`config.mk`:
```
export PLATFORM = sky130hd
export DESIGN_NAME = lcd_command_packetizer
export DESIGN_NICKNAME = d
export VERILOG_FILES = /design/src/design/lcp_pkg.sv /design/src/design/lcp_front.sv /design/src/design/lcp_job_queue.sv /design/src/design/lcp_back.sv /design/src/design/lcd_command_packetizer.sv
export SDC_FILE = /design/constraint.sdc
export NUM_CORES = 1
export LEC_CHECK = 0
export ABC_AREA = 1
export BUFFER_PORTS_ARGS = -buffer_cell sky130_fd_sc_hd__buf_2
export CAP_MARGIN = 25
export CELL_PAD_IN_SITES_DETAIL_PLACEMENT = 0
export CELL_PAD_IN_SITES_GLOBAL_PLACEMENT = 2
export CORE_MARGIN = 10
export CORE_UTILIZATION = 47
export CTS_CLUSTER_SIZE = 14
export DETAILED_ROUTE_END_ITERATION = 10
export MAX_ROUTING_LAYER = met4
export PLACE_DENSITY_LB_ADDON = 0.1
export SLEW_MARGIN = 10
export SYNTH_ARGS = -nofsm -noshare
export SYNTH_HDL_FRONTEND = slang
export SYNTH_SLANG_ARGS = --single-unit
```
`constraint.sdc`:
```
create_clock -name clk -period 11.38 [get_ports clk]
set_clock_uncertainty 0.05 [all_clocks]
set_input_delay 2.276 -clock clk [delete_from_list [all_inputs] [get_ports clk]]
set_output_delay 2.276 -clock clk [all_outputs]
set_load 0.05 [all_outputs]
```
`src/design/lcp_pkg.sv`:
```
// shared types, constants and helpers for the lcd command packetizer
`default_nettype none

package lcp_pkg;

    localparam int CHUNK_BYTES   = 30;
    localparam int MAX_OUT_BYTES = 274 * 32;

    localparam int BYTE_W  = 8;
    localparam int COUNT_W = 14;
    localparam int SUM_W   = 17;
    localparam int FILL_W  = $clog2(CHUNK_BYTES + 1);
    localparam int POS_W   = $clog2(CHUNK_BYTES + 2);

    localparam int NUM_BANKS = 2;
    localparam int BANK_W    = $clog2(NUM_BANKS);
    localparam int MEM_DEPTH = NUM_BANKS * CHUNK_BYTES;
    localparam int ADDR_W    = $clog2(MEM_DEPTH);

    localparam int OUT_DEPTH  = 4;
    localparam int OUT_PTR_W  = $clog2(OUT_DEPTH);
    localparam int OUT_CNT_W  = $clog2(OUT_DEPTH + 2);
    localparam int JOB_CNT_W  = $clog2(NUM_BANKS + 1);

    localparam logic [BYTE_W-1:0] SELECT_BYTE = 8'h02;

    localparam logic KIND_COMMAND = 1'b0;
    localparam logic KIND_PARAM   = 1'b1;

    localparam logic JOB_PACKET = 1'b0;
    localparam logic JOB_STATUS = 1'b1;

    typedef struct packed {
        logic               kind;
        logic [BYTE_W-1:0]  cmd;
        logic [FILL_W-1:0]  fill;
        logic               last;
        logic [COUNT_W-1:0] taken;
        logic [COUNT_W-1:0] total;
    } job_t;

    typedef struct packed {
        logic              we;
        logic [ADDR_W-1:0] addr;
        logic [BYTE_W-1:0] data;
    } mem_wr_t;

    typedef struct packed {
        logic [BYTE_W-1:0]  out_byte;
        logic               byte_valid;
        logic               run_last;
        logic               write_done;
        logic [COUNT_W-1:0] taken_count;
        logic [COUNT_W-1:0] total_length;
        logic               truncated;
    } result_t;

    function automatic logic [ADDR_W-1:0] chunk_addr(input logic [BANK_W-1:0] bank,
                                                     input logic [FILL_W-1:0] idx);
        return ADDR_W'(ADDR_W'(bank) * ADDR_W'(CHUNK_BYTES) + ADDR_W'(idx));
    endfunction

endpackage

`default_nettype wire

```
`src/design/lcp_front.sv`:
```
// front end: takes input words, gathers chunks and queues packet jobs
`default_nettype none

module lcp_front (
    input  wire logic                  clk,
    input  wire logic                  rst_n,
    input  wire logic                  accept,
    input  wire logic                  kind,
    input  wire logic [7:0]            in_byte,
    input  wire logic                  last_byte,
    input  wire logic [lcp_pkg::BANK_W-1:0] wr_bank,
    output logic                       job_push,
    output lcp_pkg::job_t              job,
    output lcp_pkg::mem_wr_t           mem_wr
);
    import lcp_pkg::*;

    logic [BYTE_W-1:0]  cmd_reg, cmd_next;
    logic [FILL_W-1:0]  fill_reg, fill_next;
    logic [COUNT_W-1:0] used_reg, used_next;
    logic [COUNT_W-1:0] consumed_reg, consumed_next;
    logic               ovf_reg, ovf_next;

    logic [FILL_W-1:0]  new_fill;
    logic [SUM_W-1:0]   sum_len;
    logic               chunk_end;
    logic               fits;

    assign new_fill  = FILL_W'(fill_reg + FILL_W'(1));
    assign sum_len   = SUM_W'(used_reg) + SUM_W'(new_fill) + SUM_W'(2);
    assign chunk_end = (new_fill == FILL_W'(CHUNK_BYTES)) || last_byte;
    assign fits      = (sum_len <= SUM_W'(MAX_OUT_BYTES));

    always_comb
    begin
        cmd_next      = cmd_reg;
        fill_next     = fill_reg;
        used_next     = used_reg;
        consumed_next = consumed_reg;
        ovf_next      = ovf_reg;
        job_push      = 1'b0;
        job.kind      = JOB_PACKET;
        job.cmd       = cmd_reg;
        job.fill      = new_fill;
        job.last      = last_byte;
        job.taken     = consumed_reg;
        job.total     = used_reg;
        mem_wr.we     = 1'b0;
        mem_wr.addr   = chunk_addr(wr_bank, fill_reg);
        mem_wr.data   = in_byte;
        if (accept)
        begin
            if (kind == KIND_COMMAND)
            begin
                cmd_next      = in_byte;
                fill_next     = '0;
                consumed_next = COUNT_W'(1);
                ovf_next      = 1'b0;
                used_next     = last_byte ? COUNT_W'(2) : '0;
                if (last_byte)
                begin
                    // lone command: select and command only
                    job_push  = 1'b1;
                    job.cmd   = in_byte;
                    job.fill  = '0;
                    job.last  = 1'b1;
                    job.taken = COUNT_W'(1);
                    job.total = COUNT_W'(2);
                end
            end
            else if (ovf_reg)
            begin
                if (last_byte)
                begin
                    job_push = 1'b1;
                    job.kind = JOB_STATUS;
                end
            end
            else
            begin
                mem_wr.we = 1'b1;
                fill_next = new_fill;
                if (chunk_end)
                begin
                    fill_next = '0;
                    if (!fits)
                    begin
                        ovf_next = 1'b1;
                        if (last_byte)
                        begin
                            job_push = 1'b1;
                            job.kind = JOB_STATUS;
                        end
                    end
                    else
                    begin
                        used_next     = COUNT_W'(sum_len);
                        consumed_next = COUNT_W'(consumed_reg + COUNT_W'(new_fill));
                        job_push      = 1'b1;
                        job.taken     = consumed_next;
                        job.total     = used_next;
                    end
                end
            end
        end
    end

    always_ff @(posedge clk or negedge rst_n)
    begin
        if (!rst_n)
        begin
            cmd_reg      <= '0;
            fill_reg     <= '0;
            used_reg     <= '0;
            consumed_reg <= '0;
            ovf_reg      <= 1'b0;
        end
        else
        begin
            cmd_reg      <= cmd_next;
            fill_reg     <= fill_next;
            used_reg     <= used_next;
            consumed_reg <= consumed_next;
            ovf_reg      <= ovf_next;
        end
    end

endmodule

`default_nettype wire

```
`src/design/lcp_job_queue.sv`:
```
// two-slot job queue; slot index doubles as the chunk buffer bank
`default_nettype none

module lcp_job_queue (
    input  wire logic                  clk,
    input  wire logic                  rst_n,
    input  wire logic                  push,
    input  wire lcp_pkg::job_t         push_job,
    input  wire logic                  pop,
    output logic                       full,
    output logic                       empty,
    output lcp_pkg::job_t              head_job,
    output logic [lcp_pkg::BANK_W-1:0] wr_bank,
    output logic [lcp_pkg::BANK_W-1:0] rd_bank
);
    import lcp_pkg::*;

    job_t                 q_reg [NUM_BANKS];
    logic [BANK_W-1:0]    wr_ptr_reg, rd_ptr_reg;
    logic [JOB_CNT_W-1:0] cnt_reg, cnt_next;

    assign full     = (cnt_reg == JOB_CNT_W'(NUM_BANKS));
    assign empty    = (cnt_reg == '0);
    assign head_job = q_reg[rd_ptr_reg];
    assign wr_bank  = wr_ptr_reg;
    assign rd_bank  = rd_ptr_reg;

    always_comb
    begin
        cnt_next = cnt_reg;
        if (push && !pop)
            cnt_next = JOB_CNT_W'(cnt_reg + JOB_CNT_W'(1));
        else if (pop && !push)
            cnt_next = JOB_CNT_W'(cnt_reg - JOB_CNT_W'(1));
    end

    always_ff @(posedge clk)
    begin
        if (push)
            q_reg[wr_ptr_reg] <= push_job;
    end

    always_ff @(posedge clk or negedge rst_n)
    begin
        if (!rst_n)
        begin
            wr_ptr_reg <= '0;
            rd_ptr_reg <= '0;
            cnt_reg    <= '0;
        end
        else
        begin
            cnt_reg <= cnt_next;
            if (push)
                wr_ptr_reg <= BANK_W'(wr_ptr_reg + BANK_W'(1));
            if (pop)
                rd_ptr_reg <= BANK_W'(rd_ptr_reg + BANK_W'(1));
        end
    end

endmodule

`default_nettype wire

```
`src/design/lcp_back.sv`:
```
// back end: chunk buffer, packet sequencer and result queue
`default_nettype none

module lcp_back (
    input  wire logic                  clk,
    input  wire logic                  rst_n,
    input  wire logic                  job_valid,
    input  wire lcp_pkg::job_t         job,
    input  wire logic [lcp_pkg::BANK_W-1:0] rd_bank,
    input  wire lcp_pkg::mem_wr_t      mem_wr,
    input  wire logic                  pop,
    output logic                       job_pop,
    output logic                       empty,
    output lcp_pkg::result_t           head
);
    import lcp_pkg::*;

    logic [BYTE_W-1:0]    chunk_mem [MEM_DEPTH];
    logic [BYTE_W-1:0]    rd_data_reg;

    logic [POS_W-1:0]     pos_reg;
    logic [POS_W-1:0]     rd_tmp;
    logic [FILL_W-1:0]    rd_idx;
    logic [ADDR_W-1:0]    rd_addr;
    logic                 issue;
    logic                 is_data;
    logic                 seq_last;
    logic                 cmd_end;
    logic                 data_end;
    result_t              res;

    logic                 pipe_valid_reg;
    logic                 pipe_mem_reg;
    result_t              pipe_res_reg;

    result_t              fifo_reg [OUT_DEPTH];
    result_t              fifo_in;
    logic [OUT_PTR_W-1:0] wr_ptr_reg, rd_ptr_reg;
    logic [OUT_CNT_W-1:0] cnt_reg, cnt_next;
    logic                 fifo_pop;
    logic                 room;

    // data bytes go out from the top of the chunk down
    assign rd_tmp   = POS_W'(POS_W'(job.fill) + POS_W'(1) - pos_reg);
    assign rd_idx   = rd_tmp[FILL_W-1:0];
    assign rd_addr  = chunk_addr(rd_bank, rd_idx);
    assign is_data  = (job.kind == JOB_PACKET) && (pos_reg > POS_W'(1));
    assign seq_last = (job.kind == JOB_STATUS) ||
                      (pos_reg == POS_W'(POS_W'(job.fill) + POS_W'(1)));
    assign cmd_end  = (job.fill == '0) && job.last;
    assign data_end = (rd_idx == '0);

    assign room    = (OUT_CNT_W'(cnt_reg + OUT_CNT_W'(pipe_valid_reg)) <
                      OUT_CNT_W'(OUT_DEPTH));
    assign issue   = job_valid && room;
    assign job_pop = issue && seq_last;

    always_comb
    begin
        res = '0;
        if (job.kind == JOB_STATUS)
        begin
            res.run_last     = 1'b1;
            res.write_done   = 1'b1;
            res.taken_count  = job.taken;
            res.total_length = job.total;
            res.truncated    = 1'b1;
        end
        else if (pos_reg == '0)
        begin
            res.out_byte   = SELECT_BYTE;
            res.byte_valid = 1'b1;
        end
        else if (pos_reg == POS_W'(1))
        begin
            res.out_byte   = job.cmd;
            res.byte_valid = 1'b1;
            res.run_last   = cmd_end;
            res.write_done = cmd_end;
            if (cmd_end)
            begin
                res.taken_count  = job.taken;
                res.total_length = job.total;
            end
        end
        else
        begin
            res.byte_valid = 1'b1;
            res.run_last   = data_end;
            res.write_done = data_end && job.last;
            if (data_end && job.last)
            begin
                res.taken_count  = job.taken;
                res.total_length = job.total;
            end
        end
    end

    always_ff @(posedge clk)
    begin
        if (mem_wr.we)
            chunk_mem[mem_wr.addr] <= mem_wr.data;
        if (issue && is_data)
            rd_data_reg <= chunk_mem[rd_addr];
    end

    always_comb
    begin
        fifo_in = pipe_res_reg;
        if (pipe_mem_reg)
            fifo_in.out_byte = rd_data_reg;
    end

    assign fifo_pop = pop && !empty;
    assign empty    = (cnt_reg == '0);
    assign head     = fifo_reg[rd_ptr_reg];

    always_comb
    begin
        cnt_next = cnt_reg;
        if (pipe_valid_reg && !fifo_pop)
            cnt_next = OUT_CNT_W'(cnt_reg + OUT_CNT_W'(1));
        else if (fifo_pop && !pipe_valid_reg)
            cnt_next = OUT_CNT_W'(cnt_reg - OUT_CNT_W'(1));
    end

    always_ff @(posedge clk)
    begin
        if (issue)
        begin
            pipe_res_reg <= res;
            pipe_mem_reg <= is_data;
        end
        if (pipe_valid_reg)
            fifo_reg[wr_ptr_reg] <= fifo_in;
    end

    always_ff @(posedge clk or negedge rst_n)
    begin
        if (!rst_n)
        begin
            pos_reg        <= '0;
            pipe_valid_reg <= 1'b0;
            wr_ptr_reg     <= '0;
            rd_ptr_reg     <= '0;
            cnt_reg        <= '0;
        end
        else
        begin
            pipe_valid_reg <= issue;
            if (issue)
                pos_reg <= seq_last ? '0 : POS_W'(pos_reg + POS_W'(1));
            cnt_reg <= cnt_next;
            if (pipe_valid_reg)
                wr_ptr_reg <= OUT_PTR_W'(wr_ptr_reg + OUT_PTR_W'(1));
            if (fifo_pop)
                rd_ptr_reg <= OUT_PTR_W'(rd_ptr_reg + OUT_PTR_W'(1));
        end
    end

endmodule

`default_nettype wire

```
`src/design/lcd_command_packetizer.sv`:
```
// top level of the lcd command packetizer
//
//  channel   direction  handshake            words
//  input     in         push / full          kind, in_byte, last_byte
//  result    out        pop / empty          out_byte, byte_valid, run_last,
//                                            write_done, taken_count,
//                                            total_length, truncated
//
// an input word is taken whenever push is high and full is low; a chunk of n
// parameter bytes leaves as n + 2 result words, one per cycle while the result
// queue has room, and the packet sequencer sets the sustained rate
// a chunk's first result word passes the job queue and the pipeline register before the result queue
// two chunk buffer banks: full rises while both hold jobs not yet sent
// reset clears all counters, pointers and the write state; the chunk buffer
// is not cleared, only bytes written in the current chunk are ever read
`default_nettype none

module lcd_command_packetizer (
    input  wire logic        clk,
    input  wire logic        rst_n,
    input  wire logic        push,
    output logic             full,
    input  wire logic        kind,
    input  wire logic [7:0]  in_byte,
    input  wire logic        last_byte,
    output logic             empty,
    input  wire logic        pop,
    output logic [7:0]       out_byte,
    output logic             byte_valid,
    output logic             run_last,
    output logic             write_done,
    output logic [13:0]      taken_count,
    output logic [13:0]      total_length,
    output logic             truncated
);
    import lcp_pkg::*;

    logic              accept;
    logic              job_push;
    logic              job_pop;
    logic              q_full;
    logic              q_empty;
    job_t              new_job;
    job_t              head_job;
    mem_wr_t           mem_wr;
    logic [BANK_W-1:0] wr_bank;
    logic [BANK_W-1:0] rd_bank;
    result_t           head;

    // a word is only taken while the bank it would fill is free
    assign full   = q_full;
    assign accept = push && !q_full;

    lcp_front u_front (
        .clk       (clk),
        .rst_n     (rst_n),
        .accept    (accept),
        .kind      (kind),
        .in_byte   (in_byte),
        .last_byte (last_byte),
        .wr_bank   (wr_bank),
        .job_push  (job_push),
        .job       (new_job),
        .mem_wr    (mem_wr)
    );

    lcp_job_queue u_job_queue (
        .clk      (clk),
        .rst_n    (rst_n),
        .push     (job_push),
        .push_job (new_job),
        .pop      (job_pop),
        .full     (q_full),
        .empty    (q_empty),
        .head_job (head_job),
        .wr_bank  (wr_bank),
        .rd_bank  (rd_bank)
    );

    lcp_back u_back (
        .clk       (clk),
        .rst_n     (rst_n),
        .job_valid (!q_empty),
        .job       (head_job),
        .rd_bank   (rd_bank),
        .mem_wr    (mem_wr),
        .pop       (pop),
        .job_pop   (job_pop),
        .empty     (empty),
        .head      (head)
    );

    // oldest waiting result word on the ports
    assign out_byte     = head.out_byte;
    assign byte_valid   = head.byte_valid;
    assign run_last     = head.run_last;
    assign write_done   = head.write_done;
    assign taken_count  = head.taken_count;
    assign total_length = head.total_length;
    assign truncated    = head.truncated;

endmodule

`default_nettype wire
```
### Yosys cells after proc, flatten, opt, wreduce, memory -nomap -nowiden

Memories as Yosys holds them, arrays and structs flattened. A register that Yosys moved wholly into a read port is not among the register bits.
Cells that the tools add are included.

* $add $sub $neg: 18
* multiply operators: 2
* order comparisons: 3
* equal/unequal tests: 7
* multiplexer cells: 56
* bitwise logic cells: 3
* reduce and logical (&&, ||, !) cells: 32

Operator list (number)
* 28-bit two-way mux: 7
* 14-bit two-way mux: 9
* 30-bit two-way mux: 2
* 43-bit two-way mux: 1
* 42-bit two-way mux: 1
* 1-bit two-way mux: 24
* 5-bit two-way mux: 4
* 17-bit by 2-bit adder with 17-bit output, second input constant: 1
* 17-bit by 14-bit <= comparator with 1-bit output, second input constant: 1
* 14-bit by 5-bit adder with 15-bit output: 1
* 5-bit by 1-bit adder with 5-bit output, second input constant: 3
* 5-bit zero test: 3
* 14-bit by 5-bit adder with 14-bit output: 1
* 6-bit by 5-bit adder with 6-bit output: 2
* 1-bit logical AND: 12
* 1-bit by 4-bit multiplier with 5-bit output, second input constant: 2
* 3-bit two-way mux: 3
* 2-bit two-way mux: 4
* 8-bit two-way mux: 1
* 1-bit zero test: 7
* 2-bit by 1-bit adder with 2-bit output, second input constant: 3
* 5-bit by 1-bit == test with 1-bit output, second input constant: 1
* 5-bit == test: 1
* 5-bit == test, second input constant: 1
* other kinds (19): 26

* bits in registers: 100
* memory bits (writable): 726
* bits of input ports: 14
* output and inout bits: 42
* logic and storage cells: 146
* memories: 3

Memory list
* u_back.chunk_mem: depth 60, width 8, rd ports 1, clocked after memory_dff 1, wr ports 1, RTL line lcp_back.sv:18 `logic [BYTE_W-1:0] chunk_mem [MEM_DEPTH];`
* u_back.fifo_reg: depth 4, width 40, rd ports 1, clocked after memory_dff 0, wr ports 1, RTL line lcp_back.sv:36 `result_t fifo_reg [OUT_DEPTH];`
* u_job_queue.q_reg: depth 2, width 43, rd ports 1, clocked after memory_dff 0, wr ports 1, RTL line lcp_job_queue.sv:18 `job_t q_reg [NUM_BANKS];`

### Longest topological paths before layout

Gate-level depths: netlist of run 1.

* depth after elaboration: 13
* gate-level depth with buffers: 29
* gate-level depth less buffers: 29

### Modules after synthesis

From an unflattened synthesis of run 1, not the netlist that was laid out.

* cell total of the unflattened synthesis: 3185
* area, all modules: 36145.9 sq um

Modules (own cells, without submodules)
* lcp_back: instances 1, cells each 2468, area each 28979.0 sq um, seq. area each 21015.2 sq um
* lcp_front: instances 1, cells each 555, area each 3642.2 sq um, seq. area each 1051.0 sq um
* lcp_job_queue: instances 1, cells each 159, area each 3510.9 sq um, seq. area each 2682.6 sq um
* lcd_command_packetizer: instances 1, cells each 3, area each 13.8 sq um, seq. area each 0.0 sq um

### Worst setup path before layout of run 1

No wires, ideal clock.

* path type: register -> register
* start point: register u_front.fill_reg[0]
* end point: memory u_job_queue.q_reg[1][0] in the netlist's numbering, enable pin
* library setup time: 0.445 ns
* data arrival time: 4.628 ns
* setup slack: 6.257 ns
* stages on the path, launching flop included: 23
* path buffers: 1
* clock period less this slack: 5.123 ns
* cell sequence: dfrtp_1 > ha_1 > xor2_1 > ha_1 > buf_4 > nand2_1 > nand2_1 > inv_1 > ha_1 > nand3_1 > nor2_1 > nand2_1 > nor2_2 > nand3_1 > nand2_1 > nand2_2 > nor2_2 > nand3_2 > nand2_4 > nand3_1 > nand2_1 > nand2_1 > nor2_1

* word-level cells in the longest chain between the ends: 11

RTL lines
* start: declaration: RTL line lcp_front.sv:19 `logic [FILL_W-1:0] fill_reg, fill_next;`
* start signal: assignment: RTL line lcp_front.sv:121 `fill_reg <= fill_next;`
* 5-bit by 1-bit adder with 5-bit output *: RTL line lcp_front.sv:29 `assign new_fill = FILL_W'(fill_reg + FILL_W'(1));`
* 14-bit by 5-bit adder with 15-bit output: RTL line lcp_front.sv:30 `assign sum_len = SUM_W'(used_reg) + SUM_W'(new_fill) + SUM_W'(2);`
* 17-bit by 2-bit adder with 17-bit output: RTL line lcp_front.sv:30
* 17-bit by 14-bit <= comparator with 1-bit output: RTL line lcp_front.sv:32 `assign fits = (sum_len <= SUM_W'(MAX_OUT_BYTES));`
* 1-bit two-way mux: RTL line lcp_front.sv:86 `if (!fits)`
* 1-bit two-way mux *: RTL line lcp_front.sv:83 `if (chunk_end)`
* 1-bit two-way mux *: RTL line lcp_front.sv:71 `else if (ovf_reg)`
* 1-bit two-way mux *: RTL line lcp_front.sv:53 `if (kind == KIND_COMMAND)`
* 1-bit two-way mux *: RTL line lcp_front.sv:51 `if (accept)`
* 1-bit two-way mux *: RTL line lcp_job_queue.sv:39 `if (push)`
* 1-bit two-way mux (implied by the code) *: RTL line lcp_job_queue.sv:40 `q_reg[wr_ptr_reg] <= push_job;`
* end: declaration: RTL line lcp_job_queue.sv:18

Mark *: on every way between the ends. The rest lies on a longest branch, timed or not.

### Worst setup path in the final report of run 1

* start point: register u_job_queue.rd_ptr_reg (netlist: u_job_queue.rd_bank)
* end point: register u_back.rd_data_reg[5] (read register of u_back.chunk_mem) (data pin)

* word-level cells in the longest chain between the ends: 4

RTL lines
* start: declaration: RTL line lcp_job_queue.sv:19 `logic [BANK_W-1:0] wr_ptr_reg, rd_ptr_reg;`
* start signal: assignment: RTL line lcp_job_queue.sv:57 `rd_ptr_reg <= BANK_W'(rd_ptr_reg + BANK_W'(1));`
* memory read 2 x 43 bit
* 5-bit by 1-bit adder with 5-bit output / 1-bit inverter (equally long branches): RTL line lcp_back.sv:44, lcp_back.sv:47
* 5-bit subtractor / 1-bit logical AND (equally long branches): RTL line lcp_back.sv:44, lcp_back.sv:47
* 6-bit by 5-bit adder with 6-bit output / 1-bit logical AND (equally long branches): RTL line lcp_pkg.sv:60, lcp_back.sv:103
* end: declaration: RTL line lcp_back.sv:19 `logic [BYTE_W-1:0] rd_data_reg;`

Parallel ways exist; a longest one is shown, timed or not.
A chain may end at the register's enable or synchronous reset.

==> results of run 1 <==
==> final cells by class <==
class / count / area share [%]
Inverter: 145 / 1.40
Clock buffer: 118 / 6.12
Multi-Input combinational cell: 1777 / 23.7
Timing Repair Buffer: 92 / 1.55
Antenna cell: 1 / 0.00639
Sequential cell: 834 / 63.2
Tap cell: 969 / 3.10
Clock inverter: 47 / 0.904
==> synthesized netlist by cell type (29+ instances only) <==
master / number / area [µm²]
ha_1: 38 / 475
inv_1: 135 / 507
edfxtp_1: 775 / 23300
clkbuf_1: 148 / 556
nand2_2: 29 / 181
o21ai_0: 382 / 1910
a21oi_1: 68 / 340
nor2_1: 440 / 1650
nand2_1: 335 / 1260
nand3_1: 163 / 816
o22ai_1: 78 / 488
dfrtp_1: 59 / 1480
o221ai_1: 80 / 701
==> metrics by stage <==
stage	worst slack [ns]	std cells
floorplan	6.26	2919
global placement	5.41	3814
detailed placement	5.36	3815
CTS	5.34	3980
global route	5.16	3983
finish	5.56	3983
==> kinds of logic after synthesis <==
| logic type | share of synthesized area, % |
|---|---|
| AOI/OAI and AO/OA | 11.3 |
| xor gates and xnor gates | 0.821 |
| adders and majority gates | 1.69 |
| buffers and inverters | 3.46 |
| DFF | 70.3 |
| muxes | 0.288 |
| and+or+nand+nor | 12.1 |
==> worst max-delay path, stage by stage (launching register included) <==
cell	delay, ns
dfrtp_1	0.32
buf_4	0.47
inv_1	0.27
or2_2	0.33
o21ai_0	0.11
inv_1	0.14
ha_1	0.22
xnor2_1	0.15
inv_1	0.05
ha_1	0.34
xor2_1	0.20
inv_1	0.10
fa_2	0.95
buf_4	0.61
clkinv_1	0.13
buf_4	0.34
o221ai_1	0.20
nand3_1	0.11
a21oi_1	0.26
a21oi_1	0.07
o21ai_0	0.18
==> cells in the final DEF, fill, tap and decap left out, types with 5 or more instances in the layout <==
cell type  instances
dfrtp_1           57
a31oi_1            5
nand2_2           29
a21oi_1           68
xnor2_1            8
nand4_1           10
buf_2             54
buf_4             34
mux2_2             9
nor2_1           438
clkinv_1          21
nand3_1          163
nor2_2             7
edfxtp_1         775
clkbuf_16         90
fa_1               5
xor2_1            24
o22ai_1           78
clkinv_2          19
o21ai_2           20
o211ai_1          17
ha_1              36
o221ai_1          80
a32o_1             6
inv_1            132
clkbuf_1          24
or2_2             14
nor3_1             8
o21bai_1           8
inv_2              6
nand2_1          335
o21ai_0          382
==> path summary, 6_finish.rpt <==
path	endpoint	slack, ns
setup reg to reg	u_back.rd_data_reg[5]$_DFFE_PP_	5.56
hold / removal	u_back.fifo_reg[0][6]$_DFFE_PP_	0.43
max in group asynchronous	u_back.rd_ptr_reg[0]$_DFFE_PN0P_	8.82
hold reg to reg	u_back.fifo_reg[0][6]$_DFFE_PP_	0.43
setup / recovery	u_back.rd_data_reg[5]$_DFFE_PP_	5.56
min in group asynchronous	u_back.wr_ptr_reg[0]$_DFFE_PN0P_	1.81
==> per-layer routing <==
layer,up-vias,GRT usage [%],wire length [µm]
met5,-,-,0
met4,0,6.34,2190
met3,132,4.24,6600
met2,763,31.8,41200
met1,11500,31.7,43400
li1,10600,-,-
==> summary.md, run 1 <==
| Metric | Value |
|---|---|
| Status | complete, no violations |
| Grt total ovfl | 0 |
| Synthesized area | roughly 0.035 mm² |
| Root buf cell | clkbuf_16 |
| I/O pins | 56 |
| Largest net degree at the start of global routing | 202 |
| Clk buf depth | 3 |
| Routed Antenna Nets | 0 |
| GRT Total Usage | roughly 22% |
| Max reg flops | 480 |
| Mapped Cells | 2919 |
| Worst min-delay path category | flip-flop to flip-flop |
| Initial core utilization | a little under half |
| Die Ht | slightly below 300 µm |
| Vias per cell | between 5 and 6 |
| Global-route wire length before repair | 141 mm |
| CP required | around 12 ns |
| WHS Path Cells | 0 |
| Post-DP HPWL | about 56 mm |
| Warnings, synthesis | 0 |
| Reg2reg start | u_job_queue.rd_bank$_DFFE_PN0P_ |
| Max Clock Freq | between 150 and 200 MHz |
| Slew headroom | 26.2% |
| Vias in the first global route | between 20k and 25k |
| Final Hold Viols | 0 |
| Layout Nets | between 2k and 3k |
| Clock slew at the register clock pins of the worst setup and hold paths | 0.06 ns |
| Tcrit/Tclk final | between 50% and 60% |
| Startpoint type of the worst setup path | flip-flop |
| Cts repair resizes | 0 |
| Primary FF master, synth | edfxtp_1 |
| Origin of the worst setup path | u_job_queue.rd_bank$_DFFE_PN0P_ |
| Core area | between 0.07 and 0.08 mm² |
| Register area | ~0.025 mm² |
| Crit Path Category | flip-flop to flip-flop |
| Reg2reg path depth | 20 |
| Fin Hold WS | ~0.43 ns |
| GP Congestion | 0.845 |
| Ys async rst share | ~7.1% |
| Iter 0 DRT Violations | between 2k and 2.5k |
| Postcts setup bufs | 0 |
| Die area | approximately 0.086 mm² |
| Total clock sinks | approximately 830 |
| Routed vias | between 20k and 25k |
| Max-Cap Viols | 0 |
| Final setup vio count | 0 |
| Distinct cells, synth | 44 |
| Proportion of synthesized chip area in sequential cells | between 70 and 80% |
| Dpl cell area | ~0.036 mm² |
| Number of flops mapped to enable cells by yosys | just under 800 |
| Total wire length | 93.4 mm |
| Final instance area | 0.0391 mm² |
| CTS tree | yes |
| TritonCTS buffer count | 89 |
| RSZ-0062 raised after global routing | no |
| I/O Buffers | 55 |
| Max-slew violation count | 0 |
| Die X | around 300 µm |
| CTS Hold Buffers Added | 0 |
| #FFs+latches synth | approximately 830 |
| Worst setup EP type | flip-flop |
| Drt wl/cell | ~23 µm |
| Maximum level of the CTS H-tree | 3 |
| Share of cells above drive strength 1 | 10.7% |
| Multi-input logic area | 0.00927 mm² |
| Filler Cells Inserted | approximately 6.5k |
| Min Tclk post-route | just under 6 ns |
| Max Fanout on Critical Path | 49 |
| Worst Path Arrival | roughly 6.2 ns |
| Initial antenna violation count | 3 |
| Drt pass-1 iters | 5 |
| DRC | 0 |
| Post-Route Utilization | between 50% and 60% |
| Row Count | 100 |
| Setup_tns | 0 ns |
| Hold Crit Start | u_back.fifo_in[6]$_DFFE_PP_ |
| Worst-margin pin slew | roughly 1.1 ns |
| Synth Net Count | slightly below 3k |
| Post-Syn Area per Cell | roughly 12 µm² |
| Area delta synth->final | 11.3% |
| Clock latency on the worst-skew pair | about 0.64 ns |
Power of run 1 is not shown: default switching activity piles up to over one toggle a cycle in this logic, so the estimate is an artifact.
==> run 2: changes to the inputs <==
CORE_UTILIZATION = 44   (was 47)
clock period = 6 ns   (was 11.38 ns; I/O delays follow)
==> run 2 against run 1 <==
Compared with the run above: worst hold slack gained 0.0039 ns; via count shrank 0.92%; sequential share of layout area shrank 0.60 points; critical endpoint is now u_job_queue.q_reg[1][9]$_DFFE_PP_.
==> summary.md, run 2 (same netlist as run 1, synthesis figures left out) <==
| Metric | Value |
|---|---|
| Grt total ovfl | 0 (unchanged) |
| Maximum level of the CTS H-tree | 3 (unchanged) |
| Filler Cells Inserted | 6931 (+7.4%) |
| Die Ht | 303 µm (+3.1%) |
| Status | complete, no violations |
| Tcrit/Tclk final | 81.1% (+30 points) |
| Root buf cell | clkbuf_16 |
| Worst min-delay path category | flip-flop to flip-flop |
| Clk buf depth | 3 (unchanged) |
| Crit Path Category | flip-flop to flip-flop |
| Max reg flops | 480 (unchanged) |
| Global-route wire length before repair | 140 mm (-0.67%) |
| Final setup vio count | 0 (unchanged) |
| Worst setup EP type | flip-flop |
| Initial antenna violation count | 1 (-2) |
| Max-Cap Viols | 0 (unchanged) |
| CTS Hold Buffers Added | 0 (unchanged) |
| Max-slew violation count | 0 (unchanged) |
| Drt pass-1 iters | 7 (+2) |
| Reg2reg start | u_front.fill_reg[0]$_DFFE_PN0P_ |
| CTS tree | yes |
| Initial core utilization | 44.5% (-2.9 points) |
| WHS Path Cells | 2 (+2) |
| Clock latency on the worst-skew pair | 0.65 ns (about the same) |
| GRT Total Usage | 20.7% (-1.4 points) |
| Total clock sinks | 834 (unchanged) |
| Final instance area | 0.0395 mm² (+0.96%) |
| Worst R2R End | u_job_queue.q_reg[1][9]$_DFFE_PP_ |
| Dpl cell area | 0.0367 mm² (+1.0%) |
| Routed Antenna Nets | 0 (unchanged) |
| Startpoint type of the worst setup path | flip-flop |
| Min Tclk post-route | 4.87 ns (-0.953 ns) |
| Total wire length | 93.4 mm (about the same) |
| Vias per cell | 5.58 (-3.5%) |
| Reg2reg path depth | 20 (unchanged) |
| Post-DP HPWL | 57.1 mm (+1.2%) |
| GP Congestion | 0.855 (+1.2%) |
| Slew headroom | 26.5% (+0.34 points) |
| Final Hold Viols | 0 (unchanged) |
| CP required | 6.30 ns (-5.50 ns) |
| Drt wl/cell | 22.8 µm (-2.6%) |
| Core area | 0.0791 mm² (+6.5%) |
| Cts repair resizes | 0 (unchanged) |
| ANT cells | 0 (-1) |
| Postcts setup bufs | 0 (unchanged) |
| Largest net degree at the start of global routing | 241 (+19%) |
| Max Clock Freq | 206 MHz (+20%) |
| Worst-margin pin slew | 1.10 ns (-0.00510 ns) |
| Die X | 303 µm (+3.1%) |
| Commonest non-fill, non-tap cell in the layout | edfxtp_1 |
| Row Count | 103 (+3.0%) |
| Area delta synth->final | 12.3% |
| Fin Hold WS | 0.433 ns (+0.00387 ns) |
| TritonCTS buffer count | 88 (-1.1%) |
| Die area | 0.0917 mm² (+6.3%) |
| Clock slew at the register clock pins of the worst setup and hold paths | 0.06 ns (about the same) |
| Hold Crit Start | u_front.cmd_reg[3]$_DFFE_PN0P_ |
| I/O pins | 56 (unchanged) |
| Routed vias | 22.8k (-0.92%) |
| Worst Path Arrival | 5.17 ns (-1.07 ns) |
| Commonest cells after routing, fill and taps aside | 775 x edfxtp_1, 438 x nor2_1, 382 x o21ai_0 |
| Max Fanout on Critical Path | 37 (-24%) |
| Setup_tns | 0 ns (unchanged) |
| Layout Nets | 3029 (+1.1%) |
| R2R setup slack | 1.13 ns (-4.43 ns) |
| I/O Buffers | 55 (unchanged) |
| Iter 0 DRT Violations | 1986 (-19%) |
| Hold Path Sink | u_front.cmd_reg[3]$_DFFE_PN0P_ |
| Vias in the first global route | 21.9k (-1.3%) |
| RSZ-0062 raised after global routing | no |
| Share of cells above drive strength 1 | 11.5% (+0.79 points) |
| DRC | 0 (unchanged) |
[run 2: cell count changes in the layout (fill, tap and decap cells not counted), sizes merged]
cell,change
clkinvlp,-3
inv,-3
clkbuf,-6
buf,+33
bufinv,+3
diode,-1
clkinv,+3
[run 2: layout make-up]
type                            count  area [µm²]  share of cell area [%]
Clock buffer                      112        2310                    5.85
Clock inverter                     47         469                    1.19
Inverter                          145         549                    1.39
Multi-Input combinational cell   1777        9280                    23.5
Sequential cell                   834       24800                    62.6
Tap cell                         1050        1310                    3.32
Timing Repair Buffer              125         848                    2.15
[run 2: worst max path at each step]
stage	start	slack, ns	to
detailed placement	u_job_queue.rd_bank$_DFFE_PN0P_	1.17	u_back.rd_data_reg[2]$_DFFE_PP_
global placement	u_job_queue.rd_bank$_DFFE_PN0P_	1.25	u_back.rd_data_reg[4]$_DFFE_PP_
finish	u_front.fill_reg[0]$_DFFE_PN0P_	1.13	u_job_queue.q_reg[1][9]$_DFFE_PP_
CTS	u_job_queue.rd_bank$_DFFE_PN0P_	1.17	u_back.rd_data_reg[2]$_DFFE_PP_
global route	u_job_queue.rd_bank$_DFFE_PN0P_	0.83	u_back.rd_data_reg[5]$_DFFE_PP_
floorplan	u_front.fill_reg[0]$_DFFE_PN0P_	0.88	u_job_queue.q_reg[1][0]$_DFFE_PP_
[run 2: stage by stage]
| stage | setup slack, ns | cells | utilization [%] |
|---|---|---|---|
| floorplan | 0.877 | 2919 | - |
| global placement | 1.25 | 3929 | 46.4 |
| detailed placement | 1.17 | 3930 | 46.4 |
| CTS | 1.17 | 4089 | 49.9 |
| global route | 0.834 | 4090 | 50.0 |
| finish | 1.13 | 4090 | 50.0 |
[run 2: layer usage]
| layer | routed length, µm | part of all wire [%] | track usage, % |
|---|---|---|---|
| met5 | 0 | 0 | - |
| met2 | 41500 | 44 | 30.1 |
| met3 | 5040 | 5.4 | 2.72 |
| met4 | 1740 | 1.9 | 4.70 |
| met1 | 45100 | 48 | 30.8 |
[run 2: worst max-delay path, cell delays in order, from the launching register on]
cell and delay, ns:
dfrtp_1 0.46, ha_1 0.26, xor2_1 0.52, ha_1 0.45
nand3_1 0.17, nand2_1 0.11, nand2_1 0.13, nand2_1 0.14
nand2_1 0.09, nand2_1 0.09, nor2_1 0.20, nand2_1 0.07
nand2_1 0.05, nand2_1 0.12, nor2_2 0.14, nand3_2 0.11
nand2_4 0.11, nand4_4 0.47, nand2_1 0.20, nand2_1 0.06
o21ai_0 0.53
Power of run 2 is left out for the same reason.
==> run 3: changes to the inputs <==
ABC_AREA = 0   (was 1)
clock period = 4.4 ns   (was 6 ns; I/O delays follow)
==> run 3 against run 2 <==
Compared with the run above: count of clock-buffer cells in the layout decreased by 5; cell count decreased by 22%; area after synthesis decreased by 2.8%; sequential share of layout area decreased by 1.6 points; wire length decreased by 15%; global-route usage decreased by 2.6 points; sequential cell count unchanged; register-to-register slack got worse by 1.1 ns; core utilization increased by 2.5 points; final area increased by 2.6%; critical endpoint is now u_job_queue.q_reg[1][22]$_DFFE_PP_; via count decreased by 23%.
==> summary.md, run 3 <==
| Metric | Value |
|---|---|
| Yosys top cell by area | edfxtp_1 |
| Most frequent cell after synthesis | edfxtp_1 |
| Critical path, cell by cell | ha_4 -> nand3_4 -> xnor2_2 -> inv_2 -> ha_4 -> and3_4 -> a221oi_4 -> buf_6 -> or3_4 -> a222oi_1 -> buf_4 -> buf_4 -> nand4_1 -> o211a_1 -> a41o_4 -> buf_6 -> nand2_8 -> clkbuf_16 -> nor4_1 -> a211o_1 |
| Root buf cell | clkbuf_16 |
| Die area | 0.0893 mm² (-2.6%) |
| TritonCTS buffer count | 88 (unchanged) |
| Total clock sinks | 834 (unchanged) |
| Synthesized area | 0.0342 mm² (-2.8%) |
| Tcrit/Tclk final | 98.2% (+17 points) |
| Routed Antenna Nets | 0 (unchanged) |
| Mapped Cells | 1829 (-37%) |
| Startpoint type of the worst setup path | flip-flop |
| Drt pass-1 iters | 5 (-2) |
| Share of the synthesized area in the top cell type | 68.0% (+1.9 points) |
| Proportion of synthesized chip area in sequential cells | 72.3% (+2.0 points) |
| Worst min-delay path category | input port to asynchronous set/reset pin |
| Worst-margin pin slew | 0.941 ns (-0.162 ns) |
| Critical Path Max Stage Delay | 0.46 ns (-0.07 ns) |
| Die X | 299 µm (-1.3%) |
| Ys async rst share | 7.07% (unchanged) |
| Total wire length | 79.0 mm (-15%) |
| Die Ht | 299 µm (-1.3%) |
| Clock slew at the register clock pins of the worst setup and hold paths | 0.06 ns (about the same) |
| Commonest cells after routing, fill and taps aside | 775 x edfxtp_1, 192 x mux4_2, 174 x buf_4 |
| Warnings, synthesis | 0 (unchanged) |
| CTS Hold Buffers Added | 0 (unchanged) |
| Min Tclk post-route | 4.32 ns (-0.545 ns) |
| CP required | 4.72 ns (-1.58 ns) |
| Area delta synth->final | 18.5% |
| Post-DP HPWL | 52.2 mm (-8.6%) |
| Final setup vio count | 0 (unchanged) |
| Worst setup EP type | flip-flop |
| Status | complete, no violations |
| Clock latency on the worst-skew pair | 0.65 ns (about the same) |
| Iter 0 DRT Violations | 1486 (-25%) |
| Share of cells above drive strength 1 | 32.1% (+21 points) |
| Primary FF master, synth | edfxtp_1 |
| Max Clock Freq | 231 MHz (+13%) |
| Synth Net Count | 1887 (-37%) |
| Row Count | 102 (-0.97%) |
| #FFs+latches synth | 834 (unchanged) |
| Vias per cell | 5.45 (-2.2%) |
| GRT Total Usage | 18.2% (-2.6 points) |
| Largest net degree at the start of global routing | 50 (-79%) |
| Crit Path Category | flip-flop to flip-flop |
| Distinct cells, synth | 71 (+61%) |
| Initial core utilization | 44.3% (-0.15 points) |
| CP max stage cell | dfrtp_2 |
| Final Hold Viols | 0 (unchanged) |
| Post-Syn Area per Cell | 18.7 µm² (+55%) |
| Layout Nets | 2145 (-29%) |
| CTS tree | yes |
| Maximum level of the CTS H-tree | 3 (unchanged) |
| Core area | 0.0772 mm² (-2.4%) |
| Drt wl/cell | 24.7 µm (+8.0%) |
| Initial antenna violation count | 4 (+3) |
| Number of flops mapped to enable cells by yosys | 775 (unchanged) |
| Routed vias | 17.5k (-23%) |
| Max-slew violation count | 0 (unchanged) |
| GP Congestion | 0.792 (-7.4%) |
| Commonest cells post-synth | 775 x edfxtp_1, 192 x mux4_2, 149 x nor2_1, 60 x nand2_1, 59 x dfrtp_1 |
| Setup_tns | 0 ns (unchanged) |
| Grt total ovfl | 0 (unchanged) |
| Commonest non-fill, non-tap cell in the layout | edfxtp_1 |
| Clk buf depth | 3 (unchanged) |
| Vias in the first global route | 17.9k (-18%) |
| Slew headroom | 37.3% (+11 points) |
| I/O Buffers | 55 (unchanged) |
| Max Fanout on Critical Path | 7 (-81%) |
| I/O pins | 56 (unchanged) |
| Max reg flops | 480 (unchanged) |
| Max-Cap Viols | 0 (unchanged) |
| Filler Cells Inserted | 6196 (-11%) |
| Global-route wire length before repair | 119 mm (-15%) |
| Worst Path Arrival | 4.64 ns (-0.53 ns) |
| RSZ-0062 raised after global routing | yes |
| Largest cells by area after synthesis | edfxtp_1 68%, mux4_2 13%, dfrtp_1 4.3% |
| Delay-heaviest family, CP | compound AO/OA/AOI/OAI gates |
| Crit path buf inv count | 6 (+6) |
| DRC | 0 (unchanged) |
[run 3: layer usage]
metal  part of all wire (%)  GRT usage [%]  wire length, µm
met1                     48           26.5            37800
met2                     46           26.6            36200
met3                    4.6           2.98             3670
met4                    1.7           4.24             1310
met5                      0              -                0
[run 3: kinds of logic (layout without fill, tap and decap cells)]
| logic type | Yosys count | count (layout) | share of synthesized area [%] |
|---|---|---|---|
| compound gates | 181 | 181 | 3.80 |
| xor+xnor | 43 | 43 | 1.10 |
| fa+ha+maj | 44 | 44 | 1.74 |
| buf+inv | 124 | 454 | 1.46 |
| flops | 834 | 834 | 72.3 |
| mux | 269 | 269 | 15.0 |
| other cells | 0 | 1 | 0 |
| simple gates | 334 | 335 | 4.59 |
[run 3: worst paths after layout]
check,from,end,slack (ns),cells past startpoint
setup reg to reg,u_front.fill_reg[0]$_DFFE_PN0P_,u_job_queue.q_reg[1][22]$_DFFE_PP_,0.08,20
max in group asynchronous,rst_n,u_front.fill_reg[1]$_DFFE_PN0P_,2.96,2
hold reg to reg,u_back.fifo_in[3]$_DFFE_PP_,u_back.fifo_reg[3][3]$_DFFE_PP_,0.44,0
hold / removal,rst_n,u_back.rd_ptr_reg[0]$_DFFE_PN0P_,0.30,1
setup / recovery,u_front.fill_reg[0]$_DFFE_PN0P_,u_job_queue.q_reg[1][22]$_DFFE_PP_,0.08,20
min in group clk,u_back.fifo_in[3]$_DFFE_PP_,u_back.fifo_reg[3][3]$_DFFE_PP_,0.44,0
[run 3: through the flow]
step                      hold slack, ns  cell area, µm²  setup WS [ns]  std cells  util (%)
after floorplan                    0.409           34300        -0.0110       1829         -
after global placement             0.419           37000        -0.0242       3008      48.0
after detailed placement           0.432           37100         -0.126       3010      48.0
after CTS                          0.299           40200        0.00452       3187      52.1
after global routing               0.345           40500        -0.0834       3201      52.5
final                              0.301           40500         0.0800       3201      52.5
[run 3: area by class of cell]
class	instances	area (µm²)	share of cell area, %
antenna	1	2.50	0.00617
clock buffer	107	2310	5.71
clock inverter	56	523	1.29
inverter	36	135	0.333
multi-input combinational	872	9430	23.3
sequential	834	24800	61.1
tap	1040	1300	3.21
timing repair buffer	255	2070	5.11
[run 3: worst register-to-register path, stage by stage, from the launching register on]
cell and delay [ns]:
dfrtp_2 0.46, ha_4 0.20, nand3_4 0.08, xnor2_2 0.17
inv_2 0.08, ha_4 0.28, and3_4 0.21, a221oi_4 0.09
buf_6 0.15, or3_4 0.37, a222oi_1 0.34, buf_4 0.18
buf_4 0.09, nand4_1 0.08, o211a_1 0.16, a41o_4 0.28
buf_6 0.15, nand2_8 0.11, clkbuf_16 0.16, nor4_1 0.05
a211o_1 0.30
[run 3: timing repair]
action	CTS	global route
endpoints found under the hold margin	0	0
resized for setup	28	43
cloned	1	4
pin swaps	15	26
buffers inserted	13	11
setup endpoints to repair	100	163
Power of run 3 is left out for the same reason.
